**config.mk**
```make
export PLATFORM = sky130hd
export DESIGN_NAME = image_map_area_hit_test_top
export DESIGN_NICKNAME = d
export VERILOG_FILES = /design/src/rtl/imaht_pkg.sv /design/src/rtl/imaht_store.sv /design/src/rtl/image_map_area_hit_test_top.sv
export SDC_FILE = /design/constraint.sdc
export NUM_CORES = 2
export LEC_CHECK = 0
export BUFFER_PORTS_ARGS = -buffer_cell sky130_fd_sc_hd__buf_2
export CAP_MARGIN = 20
export CORE_MARGIN = 2
export CORE_UTILIZATION = 36
export DETAILED_ROUTE_END_ITERATION = 6
export GPL_TIMING_DRIVEN = 1
export PLACE_DENSITY_LB_ADDON = 0.12
export RECOVER_POWER = 25
export REMOVE_ABC_BUFFERS = 1
export SYNTH_ARGS = -nofsm -noshare
export SYNTH_HDL_FRONTEND = slang
export SYNTH_SLANG_ARGS = --single-unit
```
**constraint.sdc**
```tcl
create_clock -name clk -period 9.9 [get_ports clk]
set_input_delay 2.475 -clock clk [delete_from_list [all_inputs] [get_ports clk]]
set_output_delay 2.475 -clock clk [all_outputs]
set_load 0.02 [all_outputs]
```
**src/rtl/imaht_pkg.sv**
```systemverilog
package imaht_pkg;

	localparam int MAX_COORDS_DEF = 64;

	localparam int COORD_W = 16;
	localparam int COUNT_W = 7;
	localparam int INDEX_W = 6;
	localparam int SHAPE_W = 3;
	localparam int CFG_W   = 7;

	// input tdata layout, lowest bit first
	localparam int IDX_LSB    = 0;
	localparam int VALUE_LSB  = IDX_LSB + INDEX_W;
	localparam int PX_LSB     = VALUE_LSB + COORD_W;
	localparam int PY_LSB     = PX_LSB + COORD_W;
	localparam int IN_BITS    = PY_LSB + COORD_W;
	localparam int IN_TDATA_W = ((IN_BITS + 7) / 8) * 8;
	localparam int OUT_TDATA_W = 8;

	localparam logic FUNC_LOAD  = 1'b0;
	localparam logic FUNC_QUERY = 1'b1;

	localparam logic REG_AREA_SHAPE  = 1'b0;
	localparam logic REG_COORD_COUNT = 1'b1;

	localparam logic [SHAPE_W-1:0] SHAPE_UNKNOWN = 3'd0;
	localparam logic [SHAPE_W-1:0] SHAPE_RECT    = 3'd1;
	localparam logic [SHAPE_W-1:0] SHAPE_CIRCLE  = 3'd2;
	localparam logic [SHAPE_W-1:0] SHAPE_POLY    = 3'd3;

	typedef enum logic [2:0] {
		ST_IDLE,
		ST_READ,
		ST_SQUARE,
		ST_COMPARE,
		ST_DONE
	} state_t;

	typedef enum logic [1:0] {
		MODE_RECT,
		MODE_POLY,
		MODE_CIRCLE
	} mode_t;

endpackage

```
**src/rtl/imaht_store.sv**
```systemverilog
module imaht_store #(
	parameter int DEPTH = imaht_pkg::MAX_COORDS_DEF
) (
	input  logic                              clk,
	input  logic                              we,
	input  logic [$clog2(DEPTH)-1:0]          waddr,
	input  logic [imaht_pkg::COORD_W-1:0]     wdata,
	input  logic [$clog2(DEPTH)-1:0]          raddr,
	output logic [imaht_pkg::COORD_W-1:0]     rdata
);

	logic [imaht_pkg::COORD_W-1:0] mem_q [DEPTH];

	always_ff @(posedge clk) begin
		if (we) begin
			mem_q[waddr] <= wdata;
		end
	end

	always_ff @(posedge clk) begin
		rdata <= mem_q[raddr];
	end

endmodule

```
**src/rtl/image_map_area_hit_test_top.sv**
```systemverilog
// Image-map area hit test. A load transfer (tuser = 0) writes one signed 16-bit
// coordinate into the coordinate memory and returns nothing;
// loads to an index at or above MAX_COORDS are dropped. A query transfer
// (tuser = 1) returns one transfer whose bit 0 is 1 when (point_x, point_y)
// lies in the area set by area_shape and coord_count: rectangle (4 coords,
// inclusive), circle (3 coords, dx^2+dy^2 <= r^2) or polygon (even count,
// tested against its inclusive bounding box); shape 0 infers the shape from
// the count. A query walks the memory through its single read port, one
// coordinate per cycle; a circle then squares dx, dy and r in turn through
// the shared 17x17 multiplier, and a query with an unusable shape or count
// skips the walk and goes straight to its result. s_axis_tready is low while
// a query is in work; the result waits in an output register, so the next
// item is taken while it is still unclaimed. Write configuration only while
// the block is idle.
module image_map_area_hit_test_top #(
	parameter int MAX_COORDS = imaht_pkg::MAX_COORDS_DEF
) (
	input  logic                                clk,
	input  logic                                arst_n,
	// configuration write port
	input  logic                                cfg_we,
	input  logic                                cfg_index,
	input  logic [imaht_pkg::CFG_W-1:0]         cfg_data,
	// input stream
	input  logic                                s_axis_tvalid,
	output logic                                s_axis_tready,
	// tdata: coord_index[5:0], coord_value[21:6], point_x[37:22], point_y[53:38], zero pad
	input  logic [imaht_pkg::IN_TDATA_W-1:0]    s_axis_tdata,
	// tuser: func
	input  logic                                s_axis_tuser,
	// result stream
	output logic                                m_axis_tvalid,
	input  logic                                m_axis_tready,
	// tdata: inside_res[0], zero pad
	output logic [imaht_pkg::OUT_TDATA_W-1:0]   m_axis_tdata
);

	localparam int AW = $clog2(MAX_COORDS);
	localparam int CW = $clog2(MAX_COORDS + 1);
	localparam int CW_ = imaht_pkg::COORD_W;

	// configuration registers
	logic [imaht_pkg::SHAPE_W-1:0] area_shape_q;
	logic [imaht_pkg::COUNT_W-1:0] coord_count_q;

	always_ff @(posedge clk or negedge arst_n) begin
		if (!arst_n) begin
			area_shape_q  <= imaht_pkg::SHAPE_UNKNOWN;
			coord_count_q <= '0;
		end else if (cfg_we) begin
			unique case (cfg_index)
				imaht_pkg::REG_AREA_SHAPE:  area_shape_q  <= cfg_data[imaht_pkg::SHAPE_W-1:0];
				imaht_pkg::REG_COORD_COUNT: coord_count_q <= cfg_data[imaht_pkg::COUNT_W-1:0];
				default: ;
			endcase
		end
	end

	// unpack input item
	logic [imaht_pkg::INDEX_W-1:0] in_index;
	logic signed [CW_-1:0]         in_value;
	logic signed [CW_-1:0]         in_x;
	logic signed [CW_-1:0]         in_y;

	assign in_index = s_axis_tdata[imaht_pkg::IDX_LSB +: imaht_pkg::INDEX_W];
	assign in_value = s_axis_tdata[imaht_pkg::VALUE_LSB +: CW_];
	assign in_x     = s_axis_tdata[imaht_pkg::PX_LSB +: CW_];
	assign in_y     = s_axis_tdata[imaht_pkg::PY_LSB +: CW_];

	logic in_xfer;
	logic load_xfer;
	logic query_xfer;

	assign in_xfer    = s_axis_tvalid && s_axis_tready;
	assign load_xfer  = in_xfer && (s_axis_tuser == imaht_pkg::FUNC_LOAD);
	assign query_xfer = in_xfer && (s_axis_tuser == imaht_pkg::FUNC_QUERY);

	// shape decision for a new query
	logic [imaht_pkg::SHAPE_W-1:0] eff_shape;
	logic                          query_ok;
	imaht_pkg::mode_t              query_mode;
	logic                          count_ok;

	always_comb begin
		eff_shape = area_shape_q;
		if (area_shape_q == imaht_pkg::SHAPE_UNKNOWN) begin
			priority if (coord_count_q == 7'd4) begin
				eff_shape = imaht_pkg::SHAPE_RECT;
			end else if (coord_count_q == 7'd3) begin
				eff_shape = imaht_pkg::SHAPE_CIRCLE;
			end else if (coord_count_q != '0 && !coord_count_q[0]) begin
				eff_shape = imaht_pkg::SHAPE_POLY;
			end else begin
				eff_shape = imaht_pkg::SHAPE_UNKNOWN;
			end
		end
		count_ok = (coord_count_q != '0) && (32'(coord_count_q) <= 32'(MAX_COORDS));
		query_ok   = 1'b0;
		query_mode = imaht_pkg::MODE_POLY;
		unique case (eff_shape)
			imaht_pkg::SHAPE_RECT: begin
				query_ok   = count_ok && (coord_count_q == 7'd4);
				query_mode = imaht_pkg::MODE_RECT;
			end
			imaht_pkg::SHAPE_CIRCLE: begin
				query_ok   = count_ok && (coord_count_q == 7'd3);
				query_mode = imaht_pkg::MODE_CIRCLE;
			end
			imaht_pkg::SHAPE_POLY: begin
				query_ok   = count_ok && !coord_count_q[0];
				query_mode = imaht_pkg::MODE_POLY;
			end
			default: begin
				query_ok   = 1'b0;
				query_mode = imaht_pkg::MODE_POLY;
			end
		endcase
	end

	// sequencer
	imaht_pkg::state_t state_q;
	imaht_pkg::state_t state_d;
	imaht_pkg::mode_t  mode_q;

	logic [CW-1:0]  n_q;
	logic [CW-1:0]  iss_q;
	logic [CW-1:0]  ridx_s1;
	logic           rvld_s1;
	logic [1:0]     sq_q;
	logic           out_load;
	logic           last_rd;

	assign last_rd  = rvld_s1 && (ridx_s1 == n_q - CW'(1));
	assign out_load = (state_q == imaht_pkg::ST_DONE) && (!m_axis_tvalid || m_axis_tready);

	always_comb begin
		state_d = state_q;
		unique case (state_q)
			imaht_pkg::ST_IDLE: begin
				if (query_xfer) begin
					state_d = query_ok ? imaht_pkg::ST_READ : imaht_pkg::ST_DONE;
				end
			end
			imaht_pkg::ST_READ: begin
				if (last_rd) begin
					state_d = (mode_q == imaht_pkg::MODE_CIRCLE) ? imaht_pkg::ST_SQUARE
					                                              : imaht_pkg::ST_COMPARE;
				end
			end
			imaht_pkg::ST_SQUARE: begin
				if (sq_q == 2'd3) begin
					state_d = imaht_pkg::ST_DONE;
				end
			end
			imaht_pkg::ST_COMPARE: state_d = imaht_pkg::ST_DONE;
			imaht_pkg::ST_DONE: begin
				if (out_load) begin
					state_d = imaht_pkg::ST_IDLE;
				end
			end
			default: state_d = imaht_pkg::ST_IDLE;
		endcase
	end

	always_ff @(posedge clk or negedge arst_n) begin
		if (!arst_n) begin
			state_q <= imaht_pkg::ST_IDLE;
		end else begin
			state_q <= state_d;
		end
	end

	// handshake and memory controls
	logic           mem_we;
	logic [AW-1:0]  mem_waddr;
	logic [AW-1:0]  mem_raddr;
	logic [CW_-1:0] mem_rdata;

	always_comb begin
		s_axis_tready = (state_q == imaht_pkg::ST_IDLE);
		mem_we        = load_xfer && (32'(in_index) < 32'(MAX_COORDS));
		mem_waddr     = AW'(in_index);
		mem_raddr     = iss_q[AW-1:0];
	end

	imaht_store #(
		.DEPTH (MAX_COORDS)
	) u_store (
		.clk   (clk),
		.we    (mem_we),
		.waddr (mem_waddr),
		.wdata (in_value),
		.raddr (mem_raddr),
		.rdata (mem_rdata)
	);

	// read walk: issue one address a cycle; the registered read data comes back in the cycle after
	always_ff @(posedge clk or negedge arst_n) begin
		if (!arst_n) begin
			rvld_s1 <= 1'b0;
			iss_q   <= '0;
			sq_q    <= '0;
		end else begin
			if (state_q == imaht_pkg::ST_READ) begin
				rvld_s1 <= (iss_q < n_q);
				if (iss_q < n_q) begin
					iss_q <= iss_q + CW'(1);
				end
			end else begin
				rvld_s1 <= 1'b0;
				iss_q   <= '0;
			end
			if (state_q == imaht_pkg::ST_SQUARE) begin
				sq_q <= sq_q + 2'd1;
			end else begin
				sq_q <= '0;
			end
		end
	end

	// datapath
	logic signed [CW_-1:0] x_q, y_q;
	logic signed [CW_-1:0] left_q, right_q, top_q, bottom_q;
	logic signed [CW_:0]   dx_q, dy_q, r_q;
	logic signed [CW_:0]   mul_op;
	logic signed [2*CW_+1:0] prod_q;
	logic [2*CW_+2:0]      acc_q;
	logic                  hit_q;
	logic signed [CW_-1:0] rd_val;
	logic signed [CW_:0]   rd_ext;

	assign rd_val = mem_rdata;
	assign rd_ext = {rd_val[CW_-1], rd_val};

	// one multiplier, shared by dx, dy and r
	always_comb begin
		unique case (sq_q)
			2'd0:    mul_op = dx_q;
			2'd1:    mul_op = dy_q;
			default: mul_op = r_q;
		endcase
	end

	always_ff @(posedge clk) begin
		ridx_s1 <= iss_q;
		if (query_xfer) begin
			x_q    <= in_x;
			y_q    <= in_y;
			mode_q <= query_mode;
			n_q    <= CW'(coord_count_q);
			hit_q  <= 1'b0;
		end
		if (state_q == imaht_pkg::ST_READ && rvld_s1) begin
			unique case (mode_q)
				imaht_pkg::MODE_RECT: begin
					priority if (ridx_s1 == CW'(0)) left_q   <= rd_val;
					else if (ridx_s1 == CW'(1))     top_q    <= rd_val;
					else if (ridx_s1 == CW'(2))     right_q  <= rd_val;
					else                            bottom_q <= rd_val;
				end
				imaht_pkg::MODE_CIRCLE: begin
					priority if (ridx_s1 == CW'(0)) dx_q <= {x_q[CW_-1], x_q} - rd_ext;
					else if (ridx_s1 == CW'(1))     dy_q <= {y_q[CW_-1], y_q} - rd_ext;
					else                            r_q  <= rd_ext;
				end
				default: begin
					// bounding box: even index is x, odd is y; the first pair seeds it
					if (!ridx_s1[0]) begin
						if (ridx_s1 == CW'(0) || rd_val < left_q)  left_q  <= rd_val;
						if (ridx_s1 == CW'(0) || rd_val > right_q) right_q <= rd_val;
					end else begin
						if (ridx_s1 == CW'(1) || rd_val < top_q)    top_q    <= rd_val;
						if (ridx_s1 == CW'(1) || rd_val > bottom_q) bottom_q <= rd_val;
					end
				end
			endcase
		end
		if (state_q == imaht_pkg::ST_SQUARE) begin
			prod_q <= mul_op * mul_op;
			unique case (sq_q)
				2'd1:    acc_q <= {1'b0, prod_q};
				2'd2:    acc_q <= acc_q + {1'b0, prod_q};
				2'd3:    hit_q <= (acc_q <= {1'b0, prod_q});
				default: ;
			endcase
		end
		if (state_q == imaht_pkg::ST_COMPARE) begin
			hit_q <= (x_q >= left_q) && (x_q <= right_q) && (y_q >= top_q) && (y_q <= bottom_q);
		end
	end

	// output register: hold the result until the transfer completes
	logic out_valid_q;
	logic out_data_q;

	always_ff @(posedge clk or negedge arst_n) begin
		if (!arst_n) begin
			out_valid_q <= 1'b0;
		end else if (out_load) begin
			out_valid_q <= 1'b1;
		end else if (m_axis_tready) begin
			out_valid_q <= 1'b0;
		end
	end

	always_ff @(posedge clk) begin
		if (out_load) begin
			out_data_q <= hit_q;
		end
	end

	assign m_axis_tvalid = out_valid_q;
	assign m_axis_tdata  = {{(imaht_pkg::OUT_TDATA_W-1){1'b0}}, out_data_q};

`ifndef NO_ASSERTIONS
	a_rvld_in_read: assert property (@(posedge clk) disable iff (!arst_n)
		rvld_s1 |-> state_q == imaht_pkg::ST_READ)
		else $error("read data valid outside the read walk");

	a_walk_bound: assert property (@(posedge clk) disable iff (!arst_n)
		state_q == imaht_pkg::ST_READ |-> iss_q <= n_q)
		else $error("read address ran past coordinate count");

	a_square_done: assert property (@(posedge clk) disable iff (!arst_n)
		(state_q == imaht_pkg::ST_SQUARE && state_d == imaht_pkg::ST_DONE) |-> sq_q == 2'd3)
		else $error("circle test left before all squares were taken");

	a_query_busy: assert property (@(posedge clk) disable iff (!arst_n)
		query_xfer |=> !s_axis_tready)
		else $error("ready stayed high after a query");

	a_load_idle: assert property (@(posedge clk) disable iff (!arst_n)
		load_xfer |=> state_q == imaht_pkg::ST_IDLE)
		else $error("load moved the sequencer");
`endif

endmodule

```
==> flow_metrics.py <==
metrics = {
    "timing": {
        "relSlewSlack_pct": -148.2,
        "setup_tns_ns": 0,
        "worst_pin_slew_ns": 3.723,
        "report.final.slew_viol_count": 846,
        "rsz0062_at_grt": "no",
        "finClkSkew_ns": 0.03953,
        "fin_crit_sh_pct": 87.66,
        "fmax_mhz": 115.2,
        "final_hold_viol_count": 0,
        "period_needed_ns": 8.679,
        "setup_viol": 0,
    },
    "grt": {
        "grt_overflow": 0,
        "first_global_vias": 36507,
        "antenna_found_initial": 24,
        "grt_pass1_wl_microns": 244900,
        "grt_max_degree": 124,
        "grt_usage_pct": 18.14,
    },
    "clock_network": {
        "cts-resized-gates": 0,
        "clockRootBuffer": "clkbuf_16",
        "cts_tree": "built",
        "cts_hold_buffers": 0,
        "postCtsSetupBuffers": 0,
        "htreeDepth": 4,
        "path_clk_slew_ns": 0.06,
        "clock-sinks": 1296,
        "cts_buffer_depth": 3,
        "clkLatencyLatePin_ns": 0.78,
        "cts_made_buffers": 143,
    },
    "synthesis": {
        "synth.top_cell.area_share_pct": 57.55,
        "syn_area_per_cell_sq_um": 15.98,
        "yosysSeqAreaShare_pct": 59.21,
        "async_flop_share_pct": 1.852,
        "netlist-cell-type-count": 88,
        "ys_warn_count": 0,
        "synth_edf_count": 1248,
        "yosysTopAreaCell": "edfxtp_1",
        "synthCells": 4075,
        "netlist_area_sq_um": 65120,
        "yosys-top-cells-area": "edfxtp_1, mux4_2, fa_1",
        "synth_flop_cell": "edfxtp_1",
        "yosys_register_bits": 1296,
    },
    "setup_path": {
        "cp_slowest_stage_delay_ns": 0.94,
        "cpMostUsedCell": "inv_1",
        "startpoint_type": "register",
        "critPathMaxFanout": 16,
        "worst_ep_required_time_ns": 10.38,
        "cp.buffers_inverters": 8,
        "end_kind": "register",
        "critical-path-top-delay-family": "adder cells",
        "r2r_cells": 26,
        "worstSetupPathType": "reg2reg",
        "cp.arrival_ns": 9.16,
        "path_depth": 26,
        "cpMaxStageDelayCell": "fa_1",
    },
    "place": {
        "io_buffers": 70,
        "globalplace.congestion": 0.7938,
        "dp_hpwl_microns": 105100,
    },
    "layout": {
        "area_growth_syn_to_layout_pct": 12.39,
        "multi_input_area_sq_um": 24230,
        "fin_nets": 4944,
        "n_fill_cell": 16529,
        "drive_gt1_share_pct": 16.72,
        "regArea_sq_um": 38560,
    },
    "routing": {
        "antenna_left": 0,
        "wl_met2_microns": 80440,
        "first_pass_iters": 5,
        "wire_per_inst_microns": 24.28,
        "drt_iter0_drc": 2556,
        "wl_met1_microns": 72770,
        "vias_per_cell": 5.118,
        "route.met3.wl_microns": 6973,
        "drc_errors": 0,
        "wl_microns": 164100,
        "top_layer": "met5",
        "vias": 34583,
    },
    "floorplan": {
        "io_pins": 80,
        "die_width_microns": 429.3,
        "coreArea_sq_um": 180200,
        "num_rows": 156,
        "start_util_pct": 36.15,
        "die_y_microns": 429.3,
        "die_area_sq_um": 184300,
    },
    "flow_run": {
        "drv_cap": 19,
    },
    "run_status": {
        "violations": "capacitance limit, slew limit",
        "status": "finished with violations",
    },
    "worst_hold_path": {
        "hold_path.class": "reg2reg",
        "worstHoldPathCells": 0,
    },
}
layer usage:
| layer | GRT usage [%] | up-vias |
|---|---|---|
| met2 | 30.16 | 651 |
| met1 | 24.78 | 18095 |
| li1 | - | 15612 |
| met3 | 2.858 | 213 |
| met4 | 4.779 | 12 |
| met5 | 0 | - |
layout make-up:
class,count,share of cell area (%)
Tap cell,2370,4.052
Sequential cell,1296,52.69
Clock inverter,68,0.7966
Clock buffer,182,5.218
Multi-Input combinational cell,2169,33.11
Inverter,480,2.462
Timing Repair Buffer,190,1.662
Antenna cell,2,0.006838
registers in the layout, summed over array words and instances, names as in the netlist, 17 cells and up:
register       cells
dy_q              17
dx_q              17
acc_q             35
u_store.mem_q   1024
prod_q            33
logic make-up after synthesis:
kind of cell    share of synthesized area, %
compound gates                         4.629
simple gates                           4.536
mux                                    11.89
other cells                         0.005758
buf+inv                                3.683
xor+xnor                               1.574
flops                                  59.21
fa+ha+maj                              14.48
layout by cell type, fill, tap and decap left out, drive strengths merged, types with 27 or more instances in the layout:
cell	Yosys	routed
a21oi	139	139
edfxtp	1248	1248
nor3	33	33
mux4	336	336
nor2b	32	32
clkinv	7	64
inv	473	479
nor2	287	287
o21a	30	30
xnor2	94	94
nand4	33	33
buf	53	156
o21ai	66	66
a21o	68	68
nand3	27	27
ha	328	328
nand2	158	158
fa	266	266
clkbuf	82	216
synthesized netlist by cell type, types with 30 or more instances:
master    instances
nor2_1          287
nor3_1           32
edfxtp_1       1248
mux4_2          336
nand2_1         158
a21oi_1         139
o21a_1           30
inv_1           473
clkbuf_1         82
nor2b_1          30
xnor2_1          94
o21ai_0          64
nand4_1          33
a21o_1           68
fa_1            266
ha_1            328
worst paths after layout:
check                                      from                   end  slack, ns
setup / recovery              sq_q[0]$_DFF_PN0_  prod_q[32]$_DFFE_PN_       1.22
hold / removal             iss_q[6]$_DFFE_PN0P_    ridx_s1[6]$_DFF_P_       0.42
setup reg to reg              sq_q[0]$_DFF_PN0_  prod_q[32]$_DFFE_PN_       1.22
hold reg to reg            iss_q[6]$_DFFE_PN0P_    ridx_s1[6]$_DFF_P_       0.42
max in group asynchronous                arst_n  iss_q[0]$_DFFE_PN0P_       6.77
min in group asynchronous                arst_n     sq_q[0]$_DFF_PN0_       2.06
through the flow:
step                      setup WS (ns)  util [%]  area [sq um]  cells  hold slack, ns
after floorplan                  -1.600         -         64550   3945          0.3903
after global placement            1.615     38.21         68830   6499          0.4147
after global routing             0.6114     40.62         73190   6756          0.4495
after detailed placement          1.573     38.21         68830   6499          0.4135
after CTS                         1.539     40.65         73230   6749          0.4272
final                             1.221     40.62         73190   6757          0.4223
Power is left out: the tool's default activity adds up to more than one toggle a clock period on the data nets, which glitch-free logic cannot reach.
